`config.mk`:
```
export PLATFORM = sky130hd
export DESIGN_NAME = unordered_swap_remove_table
export DESIGN_NICKNAME = d
export VERILOG_FILES = /design/src/hdl/ust_pkg.sv /design/src/hdl/unordered_swap_remove_table.sv /design/src/hdl/ust_ram.sv
export SDC_FILE = /design/constraint.sdc
export NUM_CORES = 1
export LEC_CHECK = 0
export BUFFER_PORTS_ARGS = -buffer_cell sky130_fd_sc_hd__buf_2
export CAP_MARGIN = 30
export CORE_AREA = 2 2 393 278
export DETAILED_ROUTE_END_ITERATION = 8
export DIE_AREA = 0 0 395 280
export GPL_TIMING_DRIVEN = 0
export REMOVE_ABC_BUFFERS = 1
export SLEW_MARGIN = 20
export SYNTH_ARGS = -nofsm -noshare
export SYNTH_HDL_FRONTEND = slang
export SYNTH_SLANG_ARGS = --single-unit
```
`constraint.sdc`:
```
create_clock -name clock -period 9.89 [get_ports clock]
set_clock_uncertainty 0.2 [all_clocks]
set_input_delay 2.4725 -clock clock [delete_from_list [all_inputs] [get_ports clock]]
set_output_delay 2.4725 -clock clock [all_outputs]
set_load 0.01 [all_outputs]
```
`src/hdl/ust_pkg.sv`:
```
package ust_pkg;

   // command codes on req_cmd
   typedef enum logic [1:0] {
      CMD_ADD        = 2'd0,
      CMD_RMV_VALUE  = 2'd1,
      CMD_RMV_INDEX  = 2'd2,
      CMD_RMV_ALL    = 2'd3
   } cmd_type;

   // result status codes on rsp_status
   typedef enum logic [1:0] {
      STATUS_OK        = 2'd0,
      STATUS_FULL      = 2'd1,
      STATUS_NOT_FOUND = 2'd2,
      STATUS_BAD_INDEX = 2'd3
   } status_type;

   // sequencer states
   typedef enum logic [2:0] {
      S_IDLE,
      S_EXEC,
      S_SCAN,
      S_TAKE,
      S_LAST,
      S_RESP,
      S_ALL
   } state_type;

endpackage

```
`src/hdl/unordered_swap_remove_table.sv`:
```
// States from acceptance to rsp_valid: add S_EXEC, S_RESP; remove at index S_EXEC, S_TAKE,
// S_LAST, S_RESP; remove by value S_EXEC, S_SCAN over the entries, S_LAST on a hit, S_RESP;
// remove all S_EXEC, then one word per cycle from S_ALL while the output register is free.
// One command at a time; the next is taken once the last word is in the output register.
// The rate is set by the single read port of the entry RAM: at most one entry read per cycle.
// Reset (synchronous, active high) clears the count, sequencer and output valid; no RAM clear.
module unordered_swap_remove_table
   import ust_pkg::*;
   #(parameter int CAPACITY   = 32,
     parameter int VALUE_BITS = 32)
   (
   input  logic        clock,
   input  logic        reset,
   // command channel
   input  logic        req_valid,
   output logic        req_stall,
   input  logic [1:0]  req_cmd,
   input  logic [31:0] req_value,
   input  logic [4:0]  req_position,
   input  logic        req_release_req,
   // result channel
   output logic        rsp_valid,
   input  logic        rsp_stall,
   output logic [1:0]  rsp_status,
   output logic        rsp_freed_valid,
   output logic [31:0] rsp_freed_value,
   output logic [5:0]  rsp_entry_count,
   output logic        rsp_last
   );

   localparam int AW = $clog2(CAPACITY);      // entry address width
   localparam int CW = $clog2(CAPACITY + 1);  // count width, holds CAPACITY itself
   localparam logic [CW-1:0] CAP_CNT = CW'(CAPACITY);
   localparam logic [CW-1:0] CNT_ONE = CW'(1);

   // sequencer
   state_type state_ff, state_in;

   // latched command word
   cmd_type                cmd_ff, cmd_in;
   logic [VALUE_BITS-1:0]  val_ff, val_in;
   logic [4:0]             pos_ff, pos_in;
   logic                   rel_ff, rel_in;

   // table state and work registers
   logic [CW-1:0]          count_ff, count_in;
   logic [AW-1:0]          scan_ff, scan_in;
   logic [AW-1:0]          hole_ff, hole_in;
   logic [VALUE_BITS-1:0]  freed_ff, freed_in;
   status_type             status_ff, status_in;
   logic                   fv_ff, fv_in;

   // output register
   logic                   rsp_valid_ff, rsp_valid_in;
   logic [1:0]             rsp_status_ff, rsp_status_in;
   logic                   rsp_freed_valid_ff, rsp_freed_valid_in;
   logic [31:0]            rsp_freed_value_ff, rsp_freed_value_in;
   logic [5:0]             rsp_entry_count_ff, rsp_entry_count_in;
   logic                   rsp_last_ff, rsp_last_in;
   logic                   rsp_load;
   logic                   out_free;

   // entry RAM
   logic                   ram_wr_en;
   logic [AW-1:0]          ram_wr_addr;
   logic [VALUE_BITS-1:0]  ram_wr_data;
   logic                   ram_rd_en;
   logic [AW-1:0]          ram_rd_addr;
   logic [VALUE_BITS-1:0]  ram_rd_data;

   // helpers
   logic                   req_accept;
   logic [VALUE_BITS+31:0] val_wide;
   logic [CW+4:0]          pos_wide;
   logic [CW+4:0]          cnt_wide;
   logic                   bad_index;
   logic                   hit;
   logic                   more_to_scan;
   logic [CW-1:0]          cnt_dec;
   logic [CW-1:0]          scan_nxt;
   logic [AW-1:0]          last_addr;
   logic [VALUE_BITS+31:0] freed_wide;
   logic [VALUE_BITS+31:0] rd_wide;
   logic [CW+5:0]          cnt_out_wide;
   logic [CW+5:0]          dec_out_wide;

   ust_ram #(
      .WIDTH (VALUE_BITS),
      .DEPTH (CAPACITY)
   ) u_ram (
      .clock   (clock),
      .wr_en   (ram_wr_en),
      .wr_addr (ram_wr_addr),
      .wr_data (ram_wr_data),
      .rd_en   (ram_rd_en),
      .rd_addr (ram_rd_addr),
      .rd_data (ram_rd_data)
   );

   assign req_stall  = (state_ff != S_IDLE);
   assign req_accept = req_valid && !req_stall;
   assign out_free   = !rsp_valid_ff || !rsp_stall;

   // value taken modulo 2^VALUE_BITS, zero extended when wider
   assign val_wide     = {{VALUE_BITS{1'b0}}, req_value};
   assign pos_wide     = {{CW{1'b0}}, pos_ff};
   assign cnt_wide     = {5'b0, count_ff};
   assign bad_index    = (pos_wide >= cnt_wide);
   assign hit          = (ram_rd_data == val_ff);
   assign cnt_dec      = count_ff - CNT_ONE;
   assign scan_nxt     = CW'(scan_ff) + CNT_ONE;
   assign more_to_scan = (scan_nxt < count_ff);
   assign last_addr    = cnt_dec[AW-1:0];
   assign freed_wide   = {32'b0, freed_ff};
   assign rd_wide      = {32'b0, ram_rd_data};
   assign cnt_out_wide = {6'b0, count_ff};
   assign dec_out_wide = {6'b0, cnt_dec};

   // next state
   always_comb begin
      state_in = state_ff;
      case (state_ff)
         S_IDLE: begin
            if (req_accept) begin
               state_in = S_EXEC;
            end
         end
         S_EXEC: begin
            case (cmd_ff)
               CMD_ADD:       state_in = S_RESP;
               CMD_RMV_VALUE: state_in = (count_ff == '0) ? S_RESP : S_SCAN;
               CMD_RMV_INDEX: state_in = bad_index ? S_RESP : S_TAKE;
               CMD_RMV_ALL:   state_in = (!rel_ff || count_ff == '0) ? S_RESP : S_ALL;
               default:       state_in = S_RESP;
            endcase
         end
         S_SCAN: begin
            if (hit) begin
               state_in = S_LAST;
            end else if (!more_to_scan) begin
               state_in = S_RESP;
            end
         end
         S_TAKE: state_in = S_LAST;
         S_LAST: state_in = S_RESP;
         S_RESP: begin
            if (out_free) begin
               state_in = S_IDLE;
            end
         end
         S_ALL: begin
            if (out_free && count_ff == CNT_ONE) begin
               state_in = S_IDLE;
            end
         end
         default: state_in = S_IDLE;
      endcase
   end

   // datapath control
   always_comb begin
      cmd_in      = cmd_ff;
      val_in      = val_ff;
      pos_in      = pos_ff;
      rel_in      = rel_ff;
      count_in    = count_ff;
      scan_in     = scan_ff;
      hole_in     = hole_ff;
      freed_in    = freed_ff;
      status_in   = status_ff;
      fv_in       = fv_ff;
      ram_wr_en   = 1'b0;
      ram_wr_addr = count_ff[AW-1:0];
      ram_wr_data = val_ff;
      ram_rd_en   = 1'b0;
      ram_rd_addr = '0;
      rsp_load    = 1'b0;
      rsp_status_in      = rsp_status_ff;
      rsp_freed_valid_in = rsp_freed_valid_ff;
      rsp_freed_value_in = rsp_freed_value_ff;
      rsp_entry_count_in = rsp_entry_count_ff;
      rsp_last_in        = rsp_last_ff;

      case (state_ff)
         S_IDLE: begin
            if (req_accept) begin
               cmd_in = cmd_type'(req_cmd);
               val_in = val_wide[VALUE_BITS-1:0];
               pos_in = req_position;
               rel_in = req_release_req;
            end
         end
         S_EXEC: begin
            status_in = STATUS_OK;
            fv_in     = 1'b0;
            case (cmd_ff)
               CMD_ADD: begin
                  if (count_ff >= CAP_CNT) begin
                     status_in = STATUS_FULL;
                  end else begin
                     ram_wr_en = 1'b1;
                     count_in  = count_ff + CNT_ONE;
                  end
               end
               CMD_RMV_VALUE: begin
                  if (count_ff == '0) begin
                     status_in = STATUS_NOT_FOUND;
                  end else begin
                     ram_rd_en   = 1'b1;
                     ram_rd_addr = '0;
                     scan_in     = '0;
                  end
               end
               CMD_RMV_INDEX: begin
                  if (bad_index) begin
                     status_in = STATUS_BAD_INDEX;
                  end else begin
                     ram_rd_en   = 1'b1;
                     ram_rd_addr = pos_wide[AW-1:0];
                     hole_in     = pos_wide[AW-1:0];
                  end
               end
               CMD_RMV_ALL: begin
                  if (!rel_ff || count_ff == '0) begin
                     count_in = '0;
                  end else begin
                     // first word is position 0, then the tail moves down one by one
                     ram_rd_en   = 1'b1;
                     ram_rd_addr = '0;
                  end
               end
               default: status_in = STATUS_OK;
            endcase
         end
         S_SCAN: begin
            if (hit) begin
               freed_in    = ram_rd_data;
               hole_in     = scan_ff;
               ram_rd_en   = 1'b1;
               ram_rd_addr = last_addr;
            end else if (more_to_scan) begin
               ram_rd_en   = 1'b1;
               ram_rd_addr = scan_nxt[AW-1:0];
               scan_in     = scan_nxt[AW-1:0];
            end else begin
               status_in = STATUS_NOT_FOUND;
               fv_in     = 1'b0;
            end
         end
         S_TAKE: begin
            freed_in    = ram_rd_data;
            ram_rd_en   = 1'b1;
            ram_rd_addr = last_addr;
         end
         S_LAST: begin
            // last entry fills the hole; harmless when the hole is the last slot
            ram_wr_en   = 1'b1;
            ram_wr_addr = hole_ff;
            ram_wr_data = ram_rd_data;
            count_in    = cnt_dec;
            status_in   = STATUS_OK;
            fv_in       = rel_ff;
         end
         S_RESP: begin
            if (out_free) begin
               rsp_load           = 1'b1;
               rsp_status_in      = status_ff;
               rsp_freed_valid_in = fv_ff;
               rsp_freed_value_in = fv_ff ? freed_wide[31:0] : 32'b0;
               rsp_entry_count_in = cnt_out_wide[5:0];
               rsp_last_in        = 1'b1;
            end
         end
         S_ALL: begin
            if (out_free) begin
               rsp_load           = 1'b1;
               rsp_status_in      = STATUS_OK;
               rsp_freed_valid_in = 1'b1;
               rsp_freed_value_in = rd_wide[31:0];
               rsp_entry_count_in = dec_out_wide[5:0];
               rsp_last_in        = (count_ff == CNT_ONE);
               count_in           = cnt_dec;
               if (count_ff != CNT_ONE) begin
                  ram_rd_en   = 1'b1;
                  ram_rd_addr = last_addr;
               end
            end
         end
         default: status_in = status_ff;
      endcase
   end

   assign rsp_valid_in = rsp_load || (rsp_valid_ff && rsp_stall);

   always_ff @(posedge clock) begin
      if (reset) begin
         state_ff     <= S_IDLE;
         count_ff     <= '0;
         rsp_valid_ff <= 1'b0;
      end else begin
         state_ff     <= state_in;
         count_ff     <= count_in;
         rsp_valid_ff <= rsp_valid_in;
      end
   end

   always_ff @(posedge clock) begin
      cmd_ff             <= cmd_in;
      val_ff             <= val_in;
      pos_ff             <= pos_in;
      rel_ff             <= rel_in;
      scan_ff            <= scan_in;
      hole_ff            <= hole_in;
      freed_ff           <= freed_in;
      status_ff          <= status_in;
      fv_ff              <= fv_in;
      rsp_status_ff      <= rsp_status_in;
      rsp_freed_valid_ff <= rsp_freed_valid_in;
      rsp_freed_value_ff <= rsp_freed_value_in;
      rsp_entry_count_ff <= rsp_entry_count_in;
      rsp_last_ff        <= rsp_last_in;
   end

   assign rsp_valid       = rsp_valid_ff;
   assign rsp_status      = rsp_status_ff;
   assign rsp_freed_valid = rsp_freed_valid_ff;
   assign rsp_freed_value = rsp_freed_value_ff;
   assign rsp_entry_count = rsp_entry_count_ff;
   assign rsp_last        = rsp_last_ff;

   // count stays within the table
   a_count_range: assert property (@(posedge clock) disable iff (reset)
      count_ff <= CAP_CNT)
      else $error("entry count above capacity");

   // single RAM port pair is never read and written in the same cycle
   a_no_rw_overlap: assert property (@(posedge clock) disable iff (reset)
      !(ram_wr_en && ram_rd_en))
      else $error("RAM read and write in the same cycle");

   // a finished command returns the sequencer to idle
   a_last_to_idle: assert property (@(posedge clock) disable iff (reset)
      (rsp_load && rsp_last_in) |=> (state_ff == S_IDLE))
      else $error("last word loaded but sequencer not idle");

   // remove all leaves an empty table after its final word
   a_all_empties: assert property (@(posedge clock) disable iff (reset)
      (state_ff == S_ALL && rsp_load && rsp_last_in) |=> (count_ff == '0))
      else $error("remove all left entries behind");

   // the output register only loads when the slot is free
   a_no_overwrite: assert property (@(posedge clock) disable iff (reset)
      (rsp_valid_ff && rsp_stall) |-> !rsp_load)
      else $error("stalled response overwritten");

endmodule

```
`src/hdl/ust_ram.sv`:
```
module ust_ram
   #(parameter int WIDTH = 32,
     parameter int DEPTH = 32)
   (
   input  logic                     clock,
   input  logic                     wr_en,
   input  logic [$clog2(DEPTH)-1:0] wr_addr,
   input  logic [WIDTH-1:0]         wr_data,
   input  logic                     rd_en,
   input  logic [$clog2(DEPTH)-1:0] rd_addr,
   output logic [WIDTH-1:0]         rd_data
   );

   logic [WIDTH-1:0] mem_ff [DEPTH];
   logic [WIDTH-1:0] rd_data_ff;

   always_ff @(posedge clock) begin
      if (wr_en) begin
         mem_ff[wr_addr] <= wr_data;
      end
      // read data holds until the next read
      if (rd_en) begin
         rd_data_ff <= mem_ff[rd_addr];
      end
   end

   assign rd_data = rd_data_ff;

endmodule

```
==> results.toml <==
[synthesis]
yosysWarnings = 0
synth_area_per_cell_um2 = 15.71
yosys-top-cells-count = "1183 x edfxtp_1, 244 x nand2_1, 140 x nand3_1, 134 x mux2i_1, 134 x o21ai_0"
synth_edf_count = 1183
synth_cell_type_count = 73
post-synth-top-count-cell = "edfxtp_1"
netlist_area_mm2 = 0.04778
ys.flop_type = "edfxtp_1"
ys_ff_latch = 1193
synthTopCellsByArea = "edfxtp_1 74%, mux2i_1 2.8%, a22oi_1 2.0%, nand2_1 1.9%, mux2_2 1.9%"
yosysSeqAreaShare_pct = 74.77
netlist_instances = 3041
synth-async-reset-ratio_pct = 0
synth_top_cell_by_area = "edfxtp_1"
synth_top_area_share_pct = 74.35

[global_route]
grt_pass1_wl_um = 208700
antenna_found_initial = 4
grt_pass1_vias = 28400
grt.total_usage_pct = 26.48
grt_max_degree = 60
grt_overflow = 0

[detailed_routing]
firstDrtPassIters = 7
vias_per_cell = 6.334
drt_iter0_markers = 4385
wl_um = 148600
detail-route-antenna-nets = 0
wl_per_cell_um = 31.38
via_count = 29990
route.detailed.drc = 0

[timing]
setup_viol = 0
hold_viol_final = 0
max_freq_ghz = 0.1475
rsz0062_at_grt = "false"
tns_ps = 0
finalMaxSlewViolations = 0
tightestPinTransition_ps = 951.4
post-route-period-util_pct = 68.56
relSlewSlack_pct = 36.42
fin_ws_ps = 3109
period_needed_ps = 6781

[worst_setup_path]
crit_path_max_fanout = 34
critical_path_class = "reg2reg"
cpPeakStageDelay_ps = 730
arrival_ps = 7030
start_kind = "register"
crit_chain = "xnor2_1, nand4_1, nor4_4, a21oi_1, a22oi_2, nand2_4, buf_12, buf_12, buf_12, nor2_4, buf_16, buf_16, o2bb2ai_1, a21oi_1, nor4bb_1"
end_kind = "register"
worstPathRequired_ps = 10140
cpMostUsedCell = "buf_12"
critPathSlowestCell = "a22oi_2"

[power_and_ir_drop]
leakage_nw = 18.97
internal-power_mw = 8.926
power_switching_mw = 3.090
pwr-share-clk_pct = 35.9
pwr-share-comb_pct = 13.7
power_density_mw_per_mm2 = 211.5
seqPwrFrac_pct = 50.4
vdd_drop_max_mv = 0.1464
power_mw = 12.02
swShare_pct = 25.71

[cells_and_area]
seq_area_mm2 = 0.03572
fin_util_pct = 52.97
nets = 3261
final-instance-count-excl-fill = 4735
area_delta_synth_final_pct = 18.94
drive_gt1_share_pct = 17.44
multiInputGateArea_mm2 = 0.01151
nFillCells = 8411

[placement]
place_ws_ps = 2781
gp_congestion = 0.8069
io_buffers = 87
dp_hpwl_um = 97590
placedCellCount = 4509

[floorplan]
core-area_mm2 = 0.1073
dieArea_mm2 = 0.1106
ios = 88
initial_core_util_pct = 44.53
rows = 101
die_h_um = 280
die_width_um = 395

[cts]
clk_latency_ps = 740
hold_buffers = 0
clkTransAtPathRegs_ps = 70
clockRootBuffer = "clkbuf_16"
clockBufferDepth = 3
cts_sinks = 1193
cts_tree = "yes"
cts_resized = 0
cts_made_buffers = 109
post-cts-setup-buffers = 0
cts.htree.levels = 3

[flow_run]
drv_cap = 0

[status]
status = "completed"

[worst_hold_path]
hp-class = "reg2reg"
==> through the flow <==
step | hold slack (ps) | instance area (um2)
after floorplan | 293.7 | 46840
after global placement | 309.9 | 49080
after detailed placement | 313.2 | 52950
after CTS | 320.7 | 56550
after global routing | 345.2 | 56820
final | 317.7 | 56830
==> sequential cells by signal, indices dropped and copies added (netlist names), 3 cells and up <==
signal           cells
u_ram.mem_ff      1024
freed_ff            32
rsp_freed_value     32
u_ram.rd_data       32
val_ff              32
count_ff             6
rsp_entry_count      6
hole_ff              5
pos_ff               5
scan_ff              5
state_ff             3
==> power groups by stage <==
stage               Combinational (mW)  Clock, mW  Sequential, mW
global placement                  1.38          0            6.21
global route                      1.75       4.54            6.07
finish                            1.64       4.31            6.06
floorplan                        0.832          0            6.15
detailed placement                1.56          0            6.18
CTS                               1.57       4.36            6.07
==> worst paths after layout <==
kind                            slack (ps)                to  cells past startpoint              start
worst max register to register        3110  u_ram.rd_data[0]                     15  u_ram.rd_data[21]
worst min register to register         320      freed_ff[24]                      0  u_ram.rd_data[24]
worst min-delay path                   320      freed_ff[24]                      0  u_ram.rd_data[24]
worst max-delay path                  3110  u_ram.rd_data[0]                     15  u_ram.rd_data[21]
==> cells in the final DEF (no fill, tap or decap), types with 14 or more instances in the layout <==
| cell | synthesis | routed |
|---|---|---|
| a211oi_1 | 37 | 37 |
| a21oi_1 | 116 | 114 |
| a22oi_1 | 125 | 124 |
| a32oi_1 | 64 | 64 |
| and3_1 | 63 | 63 |
| buf_12 | 0 | 63 |
| buf_16 | 0 | 62 |
| buf_2 | 70 | 87 |
| buf_6 | 2 | 17 |
| buf_8 | 0 | 35 |
| bufinv_16 | 0 | 15 |
| clkbuf_1 | 133 | 20 |
| clkbuf_16 | 0 | 110 |
| clkinv_1 | 1 | 33 |
| clkinv_2 | 0 | 22 |
| edfxtp_1 | 1183 | 1183 |
| ha_1 | 19 | 19 |
| mux2_1 | 14 | 14 |
| mux2_2 | 81 | 81 |
| mux2i_1 | 134 | 134 |
| nand2_1 | 244 | 240 |
| nand3_1 | 140 | 140 |
| nor2_1 | 64 | 27 |
| nor2_4 | 0 | 39 |
| nor4bb_1 | 30 | 30 |
| o2111ai_1 | 60 | 60 |
| o21ai_0 | 134 | 133 |
| o21ai_1 | 34 | 34 |
| o221ai_1 | 63 | 63 |
| o2bb2ai_1 | 31 | 31 |
| xnor2_1 | 43 | 43 |
==> per-layer routing <==
layer  vias to the layer above  global-route usage [%]  share of wire, %
met2                      1958                   36.98                42
met3                       311                   6.295                12
met4                         2                   8.651               3.2
met1                     15220                   40.54                43
li1                      12500                       -                 -
met5                         -                       0            0.0087
==> cells by family after synthesis <==
family                   after synthesis  synth area share [%]
AO/OA/AOI/OAI                        714                 10.43
flip-flops                          1193                 74.77
adder cells (fa/ha/maj)               19                0.4976
AND/OR/NAND/NOR                      606                 6.335
multiplexers                         230                 5.078
XOR/XNOR                              44                0.8066
buffers and inverters                235                 2.085
==> worst max-delay path: cells and delay by family (launching register included) <==
kind                      cells  cell delay [ps]
xor gates and xnor gates      1              540
and+or+nand+nor               5             2800
buffers and inverters         5             1140
DFF                           1              510
AOI/OAI and AO/OA             4             1240
==> area by class of cell <==
class	count	area share, %
Sequential cell	1193	62.87
Multi-Input combinational cell	1613	20.25
Timing Repair Buffer	266	7.268
Clock buffer	130	4.976
Tap cell	1442	3.175
Clock inverter	75	1.365
Inverter	15	0.09908
Antenna cell	1	0.004404
No activity file was read; power rests on OpenSTA's default activity.
